===== src/sv/kcd_pkg.sv =====
`default_nettype none

package kcd_pkg;

   localparam int unsigned DATA_W = 8;
   localparam int unsigned PADDR_W = 4;
   localparam int unsigned PDATA_W = 32;

   localparam logic [DATA_W-1:0] CLICK_MIN_RESET = 8'd8;
   localparam logic [DATA_W-1:0] CLICK_MAX_RESET = 8'd120;
   localparam logic [DATA_W-1:0] LONG_PRESS_RESET = 8'd254;
   localparam logic [DATA_W-1:0] CLICK_HOLD_RESET = 8'hff;
   localparam logic [DATA_W-1:0] PRESS_SATURATE = 8'd255;

   typedef enum logic [1:0] {
      REG_CLICK_MIN  = 2'd0,
      REG_CLICK_MAX  = 2'd1,
      REG_LONG_PRESS = 2'd2,
      REG_CLICK_HOLD = 2'd3
   } cfg_reg_type;

   typedef enum logic {
      KIND_TICK    = 1'b0,
      KIND_CONSUME = 1'b1
   } kind_type;

   typedef struct packed {
      logic [DATA_W-1:0] click_min_time;
      logic [DATA_W-1:0] click_max_time;
      logic [DATA_W-1:0] long_press_time;
      logic [DATA_W-1:0] click_hold_ticks;
   } cfg_type;

   typedef struct packed {
      logic              key_is_down;
      logic [DATA_W-1:0] press_ticks;
      logic              event_pending;
      logic [DATA_W-1:0] hold_countdown;
      logic              half_rate_toggle;
   } key_state_type;

endpackage

`default_nettype wire


===== src/sv/kcd_if.sv =====
`default_nettype none

interface kcd_req_if;
   logic valid;
   logic ready;
   logic kind;
   logic pin_released;

   modport source (output valid, output kind, output pin_released, input ready);
   modport sink (input valid, input kind, input pin_released, output ready);
endinterface

interface kcd_rsp_if;
   logic valid;
   logic ready;
   logic clicked;
   logic long_pressed;
   logic event_busy;

   modport source (output valid, output clicked, output long_pressed, output event_busy,
                   input ready);
   modport sink (input valid, input clicked, input long_pressed, input event_busy,
                 output ready);
endinterface

`default_nettype wire


===== src/sv/key_click_long_press_detector.sv =====
// Key click / long-press detector.
//
// req_ch carries one word per tick: kind selects a pin sample (tick) or a
// consume of the pending key event; pin_released is the active-low key pin.
// rsp_ch returns one word per request word: clicked, long_pressed and
// event_busy as they stand after that request.
// Latency: the response word is valid in the cycle after the request is
// accepted. Throughput: one request per cycle, set by the single output
// register; req_ch.ready is high while that register is empty or being taken.
// If the receiver stalls, the response is held and req_ch.ready drops until
// it is taken.
// The APB port (psel, penable, pwrite, paddr, pwdata, prdata, pready) holds
// click_min_time, click_max_time, long_press_time and click_hold_ticks at
// byte addresses 0, 4, 8 and 12; pready is always high.
// Synchronous reset empties the output register, clears the key state and
// loads the register defaults 8, 120, 254 and 255.
`default_nettype none

module key_click_long_press_detector (
   input  wire logic                         clock,
   input  wire logic                         reset,
   kcd_req_if.sink                           req_ch,
   kcd_rsp_if.source                         rsp_ch,
   input  wire logic                         psel,
   input  wire logic                         penable,
   input  wire logic                         pwrite,
   input  wire logic [kcd_pkg::PADDR_W-1:0]  paddr,
   input  wire logic [kcd_pkg::PDATA_W-1:0]  pwdata,
   output logic      [kcd_pkg::PDATA_W-1:0]  prdata,
   output logic                              pready
);

   kcd_pkg::cfg_type       cfg_ff, cfg_in;
   kcd_pkg::key_state_type st_ff, st_in, st_next;
   kcd_pkg::cfg_reg_type   reg_sel;
   logic                   rsp_valid_ff, rsp_valid_in;
   logic                   clicked_ff, clicked_in;
   logic                   long_ff, long_in;
   logic                   busy_ff, busy_in;
   logic                   accept;
   logic                   in_window;
   logic [kcd_pkg::DATA_W-1:0] count_dec;
   logic [kcd_pkg::DATA_W-1:0] rd_val;

   assign pready = 1'b1;
   assign reg_sel = kcd_pkg::cfg_reg_type'(paddr[3:2]);

   always_comb begin
      cfg_in = cfg_ff;
      rd_val = '0;
      unique case (reg_sel)
         kcd_pkg::REG_CLICK_MIN: begin
            rd_val = cfg_ff.click_min_time;
            if (psel && penable && pwrite) cfg_in.click_min_time = pwdata[7:0];
         end
         kcd_pkg::REG_CLICK_MAX: begin
            rd_val = cfg_ff.click_max_time;
            if (psel && penable && pwrite) cfg_in.click_max_time = pwdata[7:0];
         end
         kcd_pkg::REG_LONG_PRESS: begin
            rd_val = cfg_ff.long_press_time;
            if (psel && penable && pwrite) cfg_in.long_press_time = pwdata[7:0];
         end
         kcd_pkg::REG_CLICK_HOLD: begin
            rd_val = cfg_ff.click_hold_ticks;
            if (psel && penable && pwrite) cfg_in.click_hold_ticks = pwdata[7:0];
         end
         default: rd_val = '0;
      endcase
   end

   assign prdata = {{(kcd_pkg::PDATA_W - kcd_pkg::DATA_W){1'b0}}, rd_val};

   assign req_ch.ready = !rsp_valid_ff || rsp_ch.ready;
   assign accept = req_ch.valid && req_ch.ready;

   assign in_window = (st_ff.press_ticks > cfg_ff.click_min_time) &&
                      (st_ff.press_ticks < cfg_ff.click_max_time);
   assign count_dec = (st_ff.hold_countdown != '0) ?
                      st_ff.hold_countdown - 8'd1 : st_ff.hold_countdown;

   always_comb begin
      st_next = st_ff;
      if (req_ch.kind == kcd_pkg::KIND_CONSUME) begin
         st_next.event_pending = 1'b0;
      end else if (req_ch.pin_released) begin
         if (st_ff.key_is_down) begin
            st_next.key_is_down = 1'b0;
            if (st_ff.press_ticks > cfg_ff.long_press_time) begin
               st_next.event_pending = 1'b0;
               st_next.press_ticks = '0;
            end else if (in_window) begin
               st_next.hold_countdown = cfg_ff.click_hold_ticks;
            end
         end else if (st_ff.event_pending) begin
            st_next.hold_countdown = count_dec;
            if (count_dec == '0) begin
               st_next.event_pending = 1'b0;
               st_next.press_ticks = '0;
            end
         end
      end else if (!st_ff.key_is_down) begin
         st_next.key_is_down = 1'b1;
         st_next.press_ticks = '0;
         st_next.event_pending = 1'b1;
         st_next.hold_countdown = '0;
      end else begin
         st_next.half_rate_toggle = !st_ff.half_rate_toggle;
         if (st_ff.half_rate_toggle && (st_ff.press_ticks != kcd_pkg::PRESS_SATURATE)) begin
            st_next.press_ticks = st_ff.press_ticks + 8'd1;
         end
      end
   end

   always_comb begin
      st_in = st_ff;
      rsp_valid_in = rsp_valid_ff && !rsp_ch.ready;
      clicked_in = clicked_ff;
      long_in = long_ff;
      busy_in = busy_ff;
      if (accept) begin
         st_in = st_next;
         rsp_valid_in = 1'b1;
         clicked_in = st_next.event_pending && !st_next.key_is_down &&
                      (st_next.press_ticks > cfg_ff.click_min_time) &&
                      (st_next.press_ticks < cfg_ff.click_max_time);
         long_in = st_next.event_pending &&
                   (st_next.press_ticks > cfg_ff.long_press_time);
         busy_in = st_next.event_pending;
      end
   end

   always_ff @(posedge clock) begin
      if (reset) begin
         cfg_ff.click_min_time <= kcd_pkg::CLICK_MIN_RESET;
         cfg_ff.click_max_time <= kcd_pkg::CLICK_MAX_RESET;
         cfg_ff.long_press_time <= kcd_pkg::LONG_PRESS_RESET;
         cfg_ff.click_hold_ticks <= kcd_pkg::CLICK_HOLD_RESET;
         st_ff <= '0;
         rsp_valid_ff <= 1'b0;
      end else begin
         cfg_ff <= cfg_in;
         st_ff <= st_in;
         rsp_valid_ff <= rsp_valid_in;
      end
   end

   always_ff @(posedge clock) begin
      clicked_ff <= clicked_in;
      long_ff <= long_in;
      busy_ff <= busy_in;
   end

   assign rsp_ch.valid = rsp_valid_ff;
   assign rsp_ch.clicked = clicked_ff;
   assign rsp_ch.long_pressed = long_ff;
   assign rsp_ch.event_busy = busy_ff;

endmodule

`default_nettype wire


===== src/flat_wrapper.sv =====
// flat-port wrapper written by rule: the top's interface ports become plain ports
module key_click_long_press_detector_flat 
  (clock, reset, psel, penable, pwrite, paddr, pwdata, prdata, pready, req_ch_valid, req_ch_kind, req_ch_pin_released, req_ch_ready, rsp_ch_valid, rsp_ch_clicked, rsp_ch_long_pressed, rsp_ch_event_busy, rsp_ch_ready);
  kcd_req_if req_ch_i ();
  kcd_rsp_if rsp_ch_i ();
  input  wire logic clock;
  input  wire logic reset;
  input  wire logic psel;
  input  wire logic penable;
  input  wire logic pwrite;
  input  wire logic [kcd_pkg::PADDR_W-1:0] paddr;
  input  wire logic [kcd_pkg::PDATA_W-1:0] pwdata;
  output logic      [kcd_pkg::PDATA_W-1:0] prdata;
  output logic pready;
  input wire logic [$bits(req_ch_i.valid)-1:0] req_ch_valid;
  input wire logic [$bits(req_ch_i.kind)-1:0] req_ch_kind;
  input wire logic [$bits(req_ch_i.pin_released)-1:0] req_ch_pin_released;
  output wire logic [$bits(req_ch_i.ready)-1:0] req_ch_ready;
  output wire logic [$bits(rsp_ch_i.valid)-1:0] rsp_ch_valid;
  output wire logic [$bits(rsp_ch_i.clicked)-1:0] rsp_ch_clicked;
  output wire logic [$bits(rsp_ch_i.long_pressed)-1:0] rsp_ch_long_pressed;
  output wire logic [$bits(rsp_ch_i.event_busy)-1:0] rsp_ch_event_busy;
  input wire logic [$bits(rsp_ch_i.ready)-1:0] rsp_ch_ready;
  assign req_ch_i.valid = req_ch_valid;
  assign req_ch_i.kind = req_ch_kind;
  assign req_ch_i.pin_released = req_ch_pin_released;
  assign req_ch_ready = req_ch_i.ready;
  assign rsp_ch_valid = rsp_ch_i.valid;
  assign rsp_ch_clicked = rsp_ch_i.clicked;
  assign rsp_ch_long_pressed = rsp_ch_i.long_pressed;
  assign rsp_ch_event_busy = rsp_ch_i.event_busy;
  assign rsp_ch_i.ready = rsp_ch_ready;
  key_click_long_press_detector u_core (.clock(clock), .reset(reset), .req_ch(req_ch_i), .rsp_ch(rsp_ch_i), .psel(psel), .penable(penable), .pwrite(pwrite), .paddr(paddr), .pwdata(pwdata), .prdata(prdata), .pready(pready));
endmodule

===== config.mk =====
export PLATFORM = sky130hd
export DESIGN_NAME = key_click_long_press_detector_flat
export DESIGN_NICKNAME = d
export VERILOG_FILES = /design/src/sv/kcd_pkg.sv /design/src/sv/kcd_if.sv /design/src/sv/key_click_long_press_detector.sv /design/src/flat_wrapper.sv
export SDC_FILE = /design/constraint.sdc
export NUM_CORES = 1
export LEC_CHECK = 0
export ABC_AREA = 1
export BUFFER_PORTS_ARGS = -buffer_cell sky130_fd_sc_hd__buf_2
export CORE_MARGIN = 2
export CORE_UTILIZATION = 37
export CTS_BUF_LIST = sky130_fd_sc_hd__clkbuf_8
export DETAILED_ROUTE_END_ITERATION = 6
export PLACE_DENSITY = 0.6
export REMOVE_ABC_BUFFERS = 1
export SLEW_MARGIN = 20
export SYNTH_ARGS = -nofsm -noshare
export SYNTH_HDL_FRONTEND = slang
export SYNTH_SLANG_ARGS = --single-unit

===== constraint.sdc =====
create_clock -name clock -period 4.9 [get_ports clock]
set_input_delay 0.735 -clock clock [delete_from_list [all_inputs] [get_ports clock]]
set_output_delay 0.735 -clock clock [all_outputs]
set_load 0.05 [all_outputs]

; Word-level counts from Yosys, hierarchy flattened
; Cells that the tools add are included.
[totals]
out_inout_bits = 38
input_bits = 45
reg_bits = 55
[op_classes]
bitwise_logic = 2
addsub = 2
muxes = 15
n_lt_le_gt_ge = 6
reduce_logical = 24
eq_ne = 8
[op_table]
columns = op, count
row1 = $mux 8, 5
row2 = $mux 9, 4
row3 = $mux 17, 2
row4 = $gt 8x8->1, 4
row5 = $pmux 8 s4, 1
row6 = $mux 18, 1
row7 = $lt 8x8->1, 2
row8 = $logic_and 1x1->1, 10
row9 = $add 8x1->8 const B, 1
row10 = $logic_not 8->1, 1
row11 = $ne 8x8->1 const B, 1
row12 = $reduce_and 2->1, 4
row13 = $reduce_bool 8->1, 1
row14 = $sub 8x1->8 const B, 1
row15 = $ne 2x2->1 const B, 3
row16 = $reduce_and 6->1, 1
row17 = $eq 2x2->1 const B, 2
row18 = $logic_not 1->1, 4
row19 = $reduce_and 4->1, 1
row20 = $ne 3x1->1 const B, 1
row21 = $eq 2x1->1 const B, 1
row22 = $logic_not 2->1, 1
row23 = $mux 1, 2
row24 = $not 1->1, 2
row25 = $logic_or 1x1->1, 1

; Longest topological paths before layout
[logic_depth]
word_depth = 12
ltp_mapped = 24
mapped_depth_nobuf = 24

; Worst setup path after synthesis
; OpenSTA, ideal clock, no wires.
[synth_path]
path_kind = reg-to-reg
startpoint = register u_core.st_ff[1] (netlist bit)
endpoint = register u_core.clicked_ff, in the netlist u_core.rsp_ch.clicked, data pin
synth_period_minus_slack_ns = 2.874
arrival_time_ns = 2.733
path_stages_with_launch = 22
path_slack_ns = 2.026
required_time_ns = 4.759
cell_sequence = dfxtp_1 inv_1 ha_1 nand2_4 nor2_4 nand2_4 nand3_1 nand2_1 nor2_2 nand3_2 nand2_2 o21ai_0 a2bb2oi_1 o21ai_0 inv_1 ha_1 nand2_1 nor2_1 a21oi_1 a211oi_1 nand3_1 a21oi_2
[synth_lines]
columns = element, line_no
row1 = "start, declared", key_click_long_press_detector.sv:34  ; kcd_pkg::key_state_type st_ff, st_in, st_next;
row2 = "start signal, assigned", key_click_long_press_detector.sv:143  ; st_ff <= st_in;
row3 = "end signal, assigned", key_click_long_press_detector.sv:149  ; clicked_ff <= clicked_in;
row4 = "end, declared", key_click_long_press_detector.sv:37  ; logic clicked_ff, clicked_in;

==> impl_metrics.py <==
metrics = {
    "synth": {
        "synth_flop_cell": "dfxtp_1",
        "synth_warnings": 0,
        "syn-mean-instance-area_sq_um": 6.837,
        "synthesis.area_sq_um": 4212,
        "synthArstFlopShare_pct": 0,
        "ys_seq_area_share_pct": 26.86,
        "synth_edf_count": 3,
        "synthCells": 616,
        "synth-seq-cells": 55,
        "ys_types": 37,
    },
    "floorplanning": {
        "dieArea_sq_um": 12250,
        "start_util_pct": 38.35,
        "core_area_sq_um": 10980,
        "die_x_um": 110.7,
        "io_pins": 83,
        "rows": 38,
        "die_height_um": 110.7,
    },
    "worst_setup_path": {
        "critPathRequiredTime_ps": 5080,
        "cp_slowest_stage_delay_ps": 340,
        "crit_fanout": 6,
        "worstSetupEndpointType": "flip-flop",
        "critical_path.cell_chain": "inv_1, ha_1, inv_1, nor2_1, nand3_1, nand2_1, nand2_1, clkinv_1, nand2_1, nor2_2, nand3_2, nand2_2, o21ai_0, a2bb2oi_1, o21ai_0, inv_1, ha_1, nand2_1, o21ai_0, a21oi_1, a211oi_1, nand3_1, a21oi_2",
        "crit_top_cell": "nand2_1",
        "rr_startpoint": "u_core.st_ff[1]$_SDFFE_PP0P_",
        "path_class": "reg2reg",
        "startpoint": "u_core.st_ff[1]$_SDFFE_PP0P_",
        "arrival_ps": 3760,
        "startpoint_type": "flip-flop",
        "critPathSlowestCell": "dfxtp_1",
    },
    "placement": {
        "routabilityCongestion": 0.8719,
        "dpl-instance-area_sq_um": 4384,
        "portBuffers": 31,
        "dp.cells": 773,
        "hpwl_um": 8655,
    },
    "power": {
        "leakage_uw": 0.002238,
        "vdd_drop_max_v": 0.0001353,
        "power_density_nw_per_um2": 250.0,
        "p_int_uw": 676.2,
        "power.share.sequential_pct": 43.6,
        "switchingPower_uw": 443.8,
        "power.switching_fraction_pct": 39.62,
        "comb_power_share_pct": 31.6,
        "total_power_uw": 1120,
        "clock_power_share_pct": 24.8,
    },
    "cells_and_area": {
        "multi_input_area_sq_um": 2559,
        "drive_gt1_share_pct": 10.14,
        "finalCoreUtilization_pct": 40.80,
        "finalNetCount": 733,
        "fin_cells": 781,
        "diodes": 0,
        "syn_to_final_growth_pct": 6.387,
        "final-seq-area_sq_um": 1131,
        "fillCellCount": 1164,
        "fin_area_sq_um": 4481,
    },
    "global_routing": {
        "first_global_vias": 3720,
        "antenna_found_initial": 0,
        "grt_use_total_pct": 18.19,
        "grt_pass1_wl_um": 18220,
        "overflow": 0,
        "grt_max_degree": 46,
    },
    "timing": {
        "slew_violations": 0,
        "finalSetupViolations": 0,
        "fmaxAchievable_ghz": 0.2792,
        "min_period_ps": 3581,
        "worst_pin_slew_ps": 1038,
        "post-route-period-util_pct": 73.09,
        "rsz0062_at_grt": "false",
        "max_slew_margin_pct": 30.52,
        "skew_ps": 6.171,
        "hold_violations": 0,
        "tns_ps": 0,
    },
    "clock_network": {
        "post-cts-setup-buffers": 0,
        "root_buffer": "clkbuf_8",
        "cts_resized": 0,
        "clk_latency_ps": 330,
        "cts_tree": "done",
        "cts_max_level": 2,
        "clockBufferDepth": 2,
        "cts.sinks": 55,
        "cts_inserted_buffers": 5,
        "clkTransAtPathRegs_ps": 110,
        "ctsHoldBuffers": 0,
    },
    "hold_path": {
        "min-delay-start": "u_core.st_ff[7]$_SDFFE_PP0P_",
        "min_path_type": "reg2reg",
    },
    "detailed_routing": {
        "ant_nets": 0,
        "drt_wl_total_um": 11000,
        "dr.pass1.iters": 5,
        "routedWlPerCell_um": 14.09,
        "drc": 0,
        "drt_first_iter_violations": 265,
        "dr_total_vias": 4020,
        "vias_per_cell": 5.147,
    },
    "status": {
        "outcome": "finished clean",
    },
    "flow_run": {
        "drv_cap": 0,
    },
}
-- stage by stage --
stage | hold slack, ps | setup WS, ps
3_5_place_dp | 503.6 | 1367
5_1_grt | 545.8 | 974.9
2_1_floorplan | 460.8 | 2026
4_1_cts | 524.2 | 1325
6_report | 523.3 | 1319
3_3_place_gp | 489.1 | 1445
-- cell families (layout without fill, tap and decap cells) --
group	count (synthesis)	in the layout	synth area share (%)
AND/OR/NAND/NOR	219	219	22.40
AO/OA/AOI/OAI	157	157	21.45
buffers and inverters	133	135	14.44
flip-flops	55	55	26.86
adder cells (fa/ha/maj)	48	48	14.26
other	2	25	0.1783
XOR/XNOR	2	2	0.4160
-- cells in the mapped netlist, types with 3 or more instances --
| library cell | instances | area [sq um] |
|---|---|---|
| o21ai_0 | 50 | 250.2 |
| o21a_1 | 3 | 22.52 |
| nand3_1 | 37 | 185.2 |
| nor2_2 | 4 | 25.02 |
| nand2_2 | 7 | 43.79 |
| clkbuf_1 | 10 | 37.54 |
| o211ai_1 | 23 | 172.7 |
| clkinv_1 | 3 | 11.26 |
| inv_1 | 86 | 322.8 |
| o22ai_1 | 10 | 62.56 |
| ha_1 | 48 | 600.6 |
| a21oi_1 | 56 | 280.3 |
| nor3_1 | 7 | 35.03 |
| buf_4 | 26 | 195.2 |
| edfxtp_1 | 3 | 90.09 |
| a211oi_1 | 4 | 30.03 |
| nor2_1 | 37 | 138.9 |
| nand2_1 | 121 | 454.2 |
| inv_2 | 6 | 22.52 |
| dfxtp_1 | 52 | 1041 |
-- critical path, delay by kind of cell, from the launching register on --
family	cells	cell delay [ps]
compound gates	7	1080
simple gates	10	1040
fa+ha+maj	2	570
buf+inv	4	410
flops	1	340
-- state kept, by name, summed over array words and instances (netlist names) --
name and cells:
u_core.cfg_ff 32, u_core.st_ff 19, u_core.rsp_ch.clicked 1, u_core.rsp_ch.event_busy 1
u_core.rsp_ch.long_pressed 1, u_core.rsp_ch.valid 1
-- power groups by stage --
stage          clock network (uW)  registers (uW)  logic, uW
6_report                      278             488        354
5_1_grt                       305             491        396
4_1_cts                       292             488        353
3_5_place_dp                    0             498        352
3_3_place_gp                    0             498        345
2_1_floorplan                   0             499        267
-- metal layers --
metal / routed length, um / vias to the layer above / global-route usage (%)
met2: 5174 / 120 / 30.96
met3: 518 / 14 / 2.788
met1: 5134 / 1828 / 24.06
met4: 174 / 0 / 4.750
li1: - / 2058 / -
met5: 0 / - / 0
-- path summary, 6_finish.rpt --
check / end / slack, ps / cells past startpoint
setup reg to reg: u_core.rsp_ch.clicked$_DFFE_PP_ / 1320 / 23
hold reg to reg: u_core.st_ff[7]$_SDFFE_PP0P_ / 520 / 2
hold / removal: u_core.st_ff[7]$_SDFFE_PP0P_ / 520 / 2
setup / recovery: u_core.rsp_ch.clicked$_DFFE_PP_ / 1320 / 23
-- layout by cell type, fill, tap and decap left out, drive strengths merged --
master,n
nand2,130
inv,94
a21oi,58
o21ai,53
dfxtp,52
ha,48
nor2,43
nand3,38
buf,32
conb,25
o211ai,23
o22ai,10
nor3,7
clkbuf,5
a211oi,4
clkinv,3
o21a,3
edfxtp,3
o221ai,2
nand4,1
o21bai,1
a31oi,1
xor2,1
xnor2,1
a2bb2oi,1
o2111ai,1
clkinvlp,1
-- cell type report --
class	instances	area share, %
clock buffers	5	1.536
repair buffers	32	3.630
inverters	95	7.959
clock inverters	3	0.6144
well taps	140	3.910
flip-flops and latches	55	25.24
multi-input cells	451	57.11
Power figures use the tool's default switching activity.
